[config.mk]
export PLATFORM = sky130hd
export DESIGN_NAME = pilu_fetch
export DESIGN_NICKNAME = d
export VERILOG_FILES = /design/src/hdl/pilu_pkg.sv /design/src/hdl/pilu_fetch.sv
export SDC_FILE = /design/constraint.sdc
export NUM_CORES = 1
export LEC_CHECK = 0
export BUFFER_PORTS_ARGS = -buffer_cell sky130_fd_sc_hd__buf_4
export CELL_PAD_IN_SITES_DETAIL_PLACEMENT = 1
export CELL_PAD_IN_SITES_GLOBAL_PLACEMENT = 1
export CORE_MARGIN = 3
export CORE_UTILIZATION = 44
export CTS_CLUSTER_DIAMETER = 100
export CTS_CLUSTER_SIZE = 20
export DETAILED_ROUTE_END_ITERATION = 10
export PLACE_DENSITY = 0.9
export RECOVER_POWER = 25
export SYNTH_ARGS = -nofsm -noshare
export SYNTH_HDL_FRONTEND = slang
export SYNTH_SLANG_ARGS = --single-unit
[constraint.sdc]
create_clock -name clk -period 6.2 [get_ports clk]
set_input_delay 0 -clock clk [delete_from_list [all_inputs] [get_ports clk]]
set_output_delay 0 -clock clk [all_outputs]
set_load 0.01 [all_outputs]
[src/hdl/pilu_pkg.sv]
// Shared types and constants for the packed index lookup unit.
package pilu_pkg;

    localparam int PosWidth    = 13;   // entry positions, search bounds
    localparam int BitPosWidth = 21;   // stream bit address
    localparam int KeyWidth    = 31;
    localparam int DataWidth   = 32;
    localparam int CfgWidth    = 32;
    localparam int OffsetLimit = 32;

    typedef enum logic [1:0] {
        OP_LOAD  = 2'd0,
        OP_FIND  = 2'd1,
        OP_RANGE = 2'd2,
        OP_KEY   = 2'd3
    } op_t;

    typedef enum logic [2:0] {
        REG_META_SHIFT   = 3'd0,
        REG_OFFSET_WIDTH = 3'd1,
        REG_KEY_WIDTH    = 3'd2,
        REG_JUMP_WIDTH   = 3'd3,
        REG_ENTRY_COUNT  = 3'd4,
        REG_TOTAL_LENGTH = 3'd5
    } reg_index_t;

    typedef enum logic [2:0] {
        ST_IDLE,
        ST_PROBE,
        ST_OFF1,
        ST_OFF2,
        ST_KEY_RD,
        ST_WAIT_A,
        ST_WAIT_B,
        ST_DONE
    } state_t;

    typedef enum logic [2:0] {
        FK_PROBE,
        FK_CHECK,
        FK_OFF1,
        FK_OFF2,
        FK_KEY
    } fetch_kind_t;

    // record layout as seen by the field fetch pipeline
    typedef struct packed {
        logic [5:0] meta_shift;
        logic [5:0] offset_width;   // already limited to 32
        logic [4:0] key_width;
        logic [6:0] step;           // offset + key + jump widths
    } layout_t;

endpackage

[src/hdl/pilu_fetch.sv]
// Field fetch pipeline: record position to bit address, word reads, field extract.
module pilu_fetch #(
    parameter int INDEX_WORDS = 1024
) (
    input  logic                                   clk,
    input  logic                                   req,
    input  logic [pilu_pkg::PosWidth-1:0]          req_pos,
    input  logic                                   req_key,   // 1 key field, 0 offset
    input  pilu_pkg::layout_t                      layout,
    output logic [$clog2(INDEX_WORDS)-1:0]         raddr_a,
    output logic [$clog2(INDEX_WORDS)-1:0]         raddr_b,
    input  logic [63:0]                            rdata_a,
    input  logic [63:0]                            rdata_b,
    output logic [pilu_pkg::DataWidth-1:0]         field
);

    localparam int AW  = $clog2(INDEX_WORDS);
    localparam int BPW = pilu_pkg::BitPosWidth;

    // stage 1: stream bit address
    logic [BPW-1:0] bitpos_reg, bitpos_next;
    logic [5:0]     len_reg, len_next;
    // stage 2: word reads in flight
    logic [5:0]     sh_reg;
    logic [5:0]     len2_reg;
    logic           zero_a_reg, zero_b_reg;
    logic [31:0]    word_a, word_b;
    logic [127:0]   pair;
    logic [127:0]   shifted;
    logic [32:0]    mask;

    always_comb
    begin
        bitpos_next = BPW'(layout.meta_shift)
                    + (req_key ? BPW'(layout.offset_width) : BPW'(0))
                    + BPW'(req_pos) * BPW'(layout.step);
        len_next    = req_key ? {1'b0, layout.key_width} : layout.offset_width;
    end

    always_ff @(posedge clk)
    begin
        if (req)
        begin
            bitpos_reg <= bitpos_next;
            len_reg    <= len_next;
        end
    end

    always_comb
    begin
        word_a  = 32'(bitpos_reg >> 6);
        word_b  = word_a + 32'd1;
        raddr_a = word_a[AW-1:0];
        raddr_b = word_b[AW-1:0];
    end

    always_ff @(posedge clk)
    begin
        sh_reg     <= bitpos_reg[5:0];
        len2_reg   <= len_reg;
        zero_a_reg <= (word_a >= 32'(INDEX_WORDS));
        zero_b_reg <= (word_b >= 32'(INDEX_WORDS));
    end

    // words past the store read as zero
    always_comb
    begin
        pair    = {zero_b_reg ? 64'd0 : rdata_b, zero_a_reg ? 64'd0 : rdata_a};
        shifted = pair >> sh_reg;
        mask    = (33'd1 << len2_reg) - 33'd1;
        field   = shifted[31:0] & mask[31:0];
    end

endmodule

# Word-level counts from Yosys, hierarchy flattened
# Cells that the tools add are included.
# totals
regBits	41
in_bits	168
output_inout_bits	52
word_cells	21
# op_classes
add_sub_neg	4
n_mul	1
n_lt_le_gt_ge	2
shifts	2
muxes	4
bitwise	1
# op_table
operator	n
$mux 64	2
$shr 128x6->32	1
$and 32x32->32	1
$shl 1x6->32 const A	1
$sub 32x1->32 const B	1
$add 7x20->21	1
$mul 13x7->20	1
$add 15x1->16 const B	1
$ge 16x11->1 const B	1
$ge 15x11->1 const B	1
$add 6x6->7	1
$mux 6	1
$mux 5	1

# Logic depth before layout (Yosys ltp)
# depth
word_depth	3
ltp_mapped	17
mapped_depth_nobuf	16

# Worst setup path after synthesis
# Ideal clock, no wire load.
# synth_timing
kind	in2reg
from	input port layout[1] (netlist name)
to	register bitpos_reg[20] (data pin)
setup_time_ns	0.195
arrival_ns	4.062
required_time_ns	6.005
slack_ns	1.943
cell_stages	17
n_path_buf	1
path_cell_list	clkbuf_1 -> and2_1 -> fa_1 -> inv_1 -> fa_1 -> inv_1 -> fa_1 -> inv_1 -> fa_1 -> inv_1 -> ha_1 -> nand3_1 -> o211ai_1 -> a211oi_1 -> o211a_1 -> or2_2 -> o311ai_0
# synth_via
elab_chain_cells	2
# synth_lines
element	line	text
from (decl)	pilu_fetch.sv:9	input pilu_pkg::layout_t layout,
$mul 13x7->20	pilu_fetch.sv:36	+ BPW'(req_pos) * BPW'(layout.step);
$add 7x20->21	pilu_fetch.sv:36	
via bitpos_next[20]	pilu_fetch.sv:21	logic [BPW-1:0] bitpos_reg, bitpos_next;
to (signal assigned)	pilu_fetch.sv:44	bitpos_reg <= bitpos_next;
to (decl)	pilu_fetch.sv:21	
# The timed path passes the listed nets, and every way through them passes these cells.
# A chain may end at the register's enable or synchronous reset.

# Final worst setup path
# layout_timing
from	register sh_reg[0]
to	output port field[13] (netlist name)
# layout_via
elab_chain_cells	2
# layout_lines
element	line	text
from (decl)	pilu_fetch.sv:24	logic [5:0] sh_reg;
from (signal assigned)	pilu_fetch.sv:59	sh_reg <= bitpos_reg[5:0];
$shr 128x6->32	pilu_fetch.sv:69	shifted = pair >> sh_reg;
$and 32x32->32	pilu_fetch.sv:71	field = shifted[31:0] & mask[31:0];
to (decl)	pilu_fetch.sv:14	output logic [pilu_pkg::DataWidth-1:0] field
# No other way between the ends.

==> reports/results.md <==
• finished with violations — run status
• max-capacitance violations, max-slew violations — violations in the final reports
• 12700 sq um — post-place instance area
• 13.3% — Area growth, synth to finish
• 1709 — Placed Cells
• sky130_fd_sc_hd__mux4_2 (14%), sky130_fd_sc_hd__fa_1 (12%), sky130_fd_sc_hd__mux2i_1 (9.5%) — most area-consuming cells after synthesis
• 1671 — net count reported at finish
• 0.00589 ns — Worst Clk Skew
• flop — sort of element at the start of the critical path
• 0 — number of hold-repair buffers added at the cts stage
• sky130_fd_sc_hd__mux2i_1 (108), sky130_fd_sc_hd__nand2_1 (105), sky130_fd_sc_hd__inv_1 (98) — top cells by instance count after synthesis
• 25300 sq um — core footprint
• 5.48 nW — leakage power total
• input port to flop — Hold/Removal Path Class
• 167 um — die span in y
• 0 — # diodes
• 1.03 — final estimated routing congestion in global placement
• 46100 um — routed wire length
• 1293 — Post-Syn Instances
• 18.8% — Synth Area in Compound Gates
• 0.06 ns — clock-pin slew of the registers on the worst-case setup and hold paths
• 2 — CTS H-tree depth
• 28 — final count of pins violating max slew
• 32.2% — global-route usage over all layers
• 0 — number of cells upsized or downsized after cts
• 3013 — # fillers
• 6.74 — Vias per Instance
• sky130_fd_sc_hd__mux4_2 — post-synth top area cell
• 26.9 um — average wire per cell in the routed design
• 41 — Clock Sink Count
• 27.3% — share of synthesized area spent on multiplexers
• 0.246 mV — worst-case vdd ir drop
• multiplexers — combinational family with the most area after synthesis
• flop to primary output — CP Class
• 6.6% — clock network fraction of design power
• 4.71 ns — arrival time of the worst setup path
• 1 — initial antenna violation count
• 1 — max-cap violations
• 5 — drt pass-1 iters
• 27700 sq um — floorplan die area
• 0 — Setup violations, final
• 70800 um — wire length of the first global-routing pass
• 21 — max FFs per register
• 1.70 ns — slew at the pin with the worst max-slew slack
• 2.05 mW — internal portion of total power
• 186 — count of input and output buffers
• 81 — count of distinct cell types in the synthesized netlist
• 79.1% — Comb pwr share
• 1717 — number of standard cells in the layout, taps in and fillers out
• 12800 sq um — fin area
• 76.0% — share of the cycle needed by the critical path after routing
• 220 — number of ports placed on the die boundary
• 0 — Final Hold Violating Endpoints
• 1.62% — xor/xnor share of the synthesized area
• 5 — TritonCTS buffer count
• 11600 — via count
• 8.77 sq um — syn_area_per_cell
• 50.9% — Final Core Density
• sky130_fd_sc_hd__edfxtp_1 — Most used DFF post-synth
• sky130_fd_sc_hd__clkbuf_16 — clock root cell
• 16.8% — Synth Area in Simple Gates
• 17.3% — synthesized-area fraction occupied by adder cells
• 347 nW/um^2 — total power per unit cell area
• 167 um — width of the die
• 0 — Congestion Overflow GR
• 14.3% — share of power burned in registers
• primary output — sort of element at the end of the critical path
• 0 — Residual DRC
• 11300 sq um — area of the mapped netlist
• 12100 — number of global-route vias before repair
• 0 — Post-CTS Setup Inserts
• 2.41 mW — net switching power
• 13.9% — share of the synthesized area in the top cell type
• 0 ns — final setup TNS
• 1100 sq um — FF+latch area
• 0.29 ns — clk_lat worst skew
• 23.7% — share of final-layout standard cells stronger than drive strength 1
• 4.45 mW — total power of the final layout
• 6.20 ns — endpoint required time on the critical path
• 9290 sq um — multi-input combinational cell area
• 2 — CTS Buffer Depth
• 9.62% — fraction of the yosys area taken by sequential cells
• 1308 — initial detailed-routing violation count
• 67 — crit-path max FO
• 27 — number of synthesized flops with an enable pin
• 36900 um — HPWL Detailed
• -13.2% — slew margin rel.
• sky130_fd_sc_hd__mux2i_1 — most common cell in the netlist
• 58 — standard-cell row count
• 54.0% — proportion of total power due to net switching
• no — setup repair after global routing missed its margin
• 44.9% — starting density of the core
• 68 — maximum number of pins on one net before global-route repair
• 41 — #FFs+latches synth
• 0 — number of synthesis warnings
• 212 MHz — Max Clock Freq
• 0 — antenna-violating nets left
• done — CTS tree
• 0% — Synth async-reset ratio
• 1578 — synthesized netlist net count
• 4.71 ns — final worst path period need
final timing paths:
check,cells past startpoint,to,startpoint,slack [ns]
worst max-delay path,8,field[13],sh_reg[0],1.49
worst min-delay path,2,len_reg[2],layout[9],0.01
worst max register to register,5,zero_b_reg,bitpos_reg[7],4.57
worst min register to register,0,sh_reg[0],bitpos_reg[0],0.34
critical path, stage by stage, from the launching register on:
cell and delay, ns:
sky130_fd_sc_hd__dfxtp_4 1.01, sky130_fd_sc_hd__buf_4 0.67, sky130_fd_sc_hd__mux4_2 0.61, sky130_fd_sc_hd__and2_1 0.20, sky130_fd_sc_hd__and3_1 0.21, sky130_fd_sc_hd__a2111oi_0 1.12, sky130_fd_sc_hd__a211oi_1 0.11, sky130_fd_sc_hd__o2bb2ai_1 0.23
sky130_fd_sc_hd__buf_4 0.17
cells by family (layout without fill, tap and decap cells):
group                      count (synthesis)  count (layout)
muxes                                    211             211
DFF                                       41              41
AOI/OAI and AO/OA                        304             304
and+or+nand+nor                          385             385
buffers and inverters                    214             308
adders and majority gates                117             117
xor gates and xnor gates                  21              21
power groups by stage:
stage                     combinational [mW]  sequential (mW)  clock (mW)
after floorplan                         2.38            0.484           0
after global routing                    3.79            0.649       0.307
after global placement                  3.24            0.625           0
final                                   3.53            0.636       0.293
after CTS                               3.46            0.629       0.297
after detailed placement                3.42            0.629           0
layout make-up:
class	instances	area share, %
Clock buffer	6	1.17
Inverter	101	2.95
Clock inverter	2	0.107
Sequential cell	41	8.58
Tap cell	330	3.21
Multi-Input combinational cell	1038	72.3
Timing Repair Buffer	199	11.7
routing by layer:
layer  vias up  GRT usage [%]  wire length, um  part of all wire, %
met5         -              0               13                0.028
met4         2           10.7             1760                  3.8
met3       115           8.64             4560                  9.9
met2       627           54.0            22400                   48
met1      5876           40.5            17400                   38
li1       4950              -                -                    -
per-stage QoR:
| stage | setup WS (ns) | hold slack (ns) |
|---|---|---|
| finish | 1.49 | 0.0129 |
| CTS | 1.67 | 0.00210 |
| global placement | 1.62 | 0.326 |
| detailed placement | 1.43 | 0.307 |
| floorplan | 1.94 | 0.112 |
| global route | 1.30 | 0.00805 |
cell usage in the layout (no fill, tap or decap), drive strengths merged, types with 14 or more instances in the layout:
cell	instances
buf	197
mux2i	108
nand2	105
inv	101
and2	90
nor2	78
mux4	74
fa	67
a21oi	56
ha	50
o21ai	50
nand3	32
mux2	29
o22ai	27
edfxtp	27
a211oi	20
nor3	15
nand2b	15
o211ai	15
xnor2	14
dfxtp	14
No activity file was read; power rests on OpenSTA's default activity.
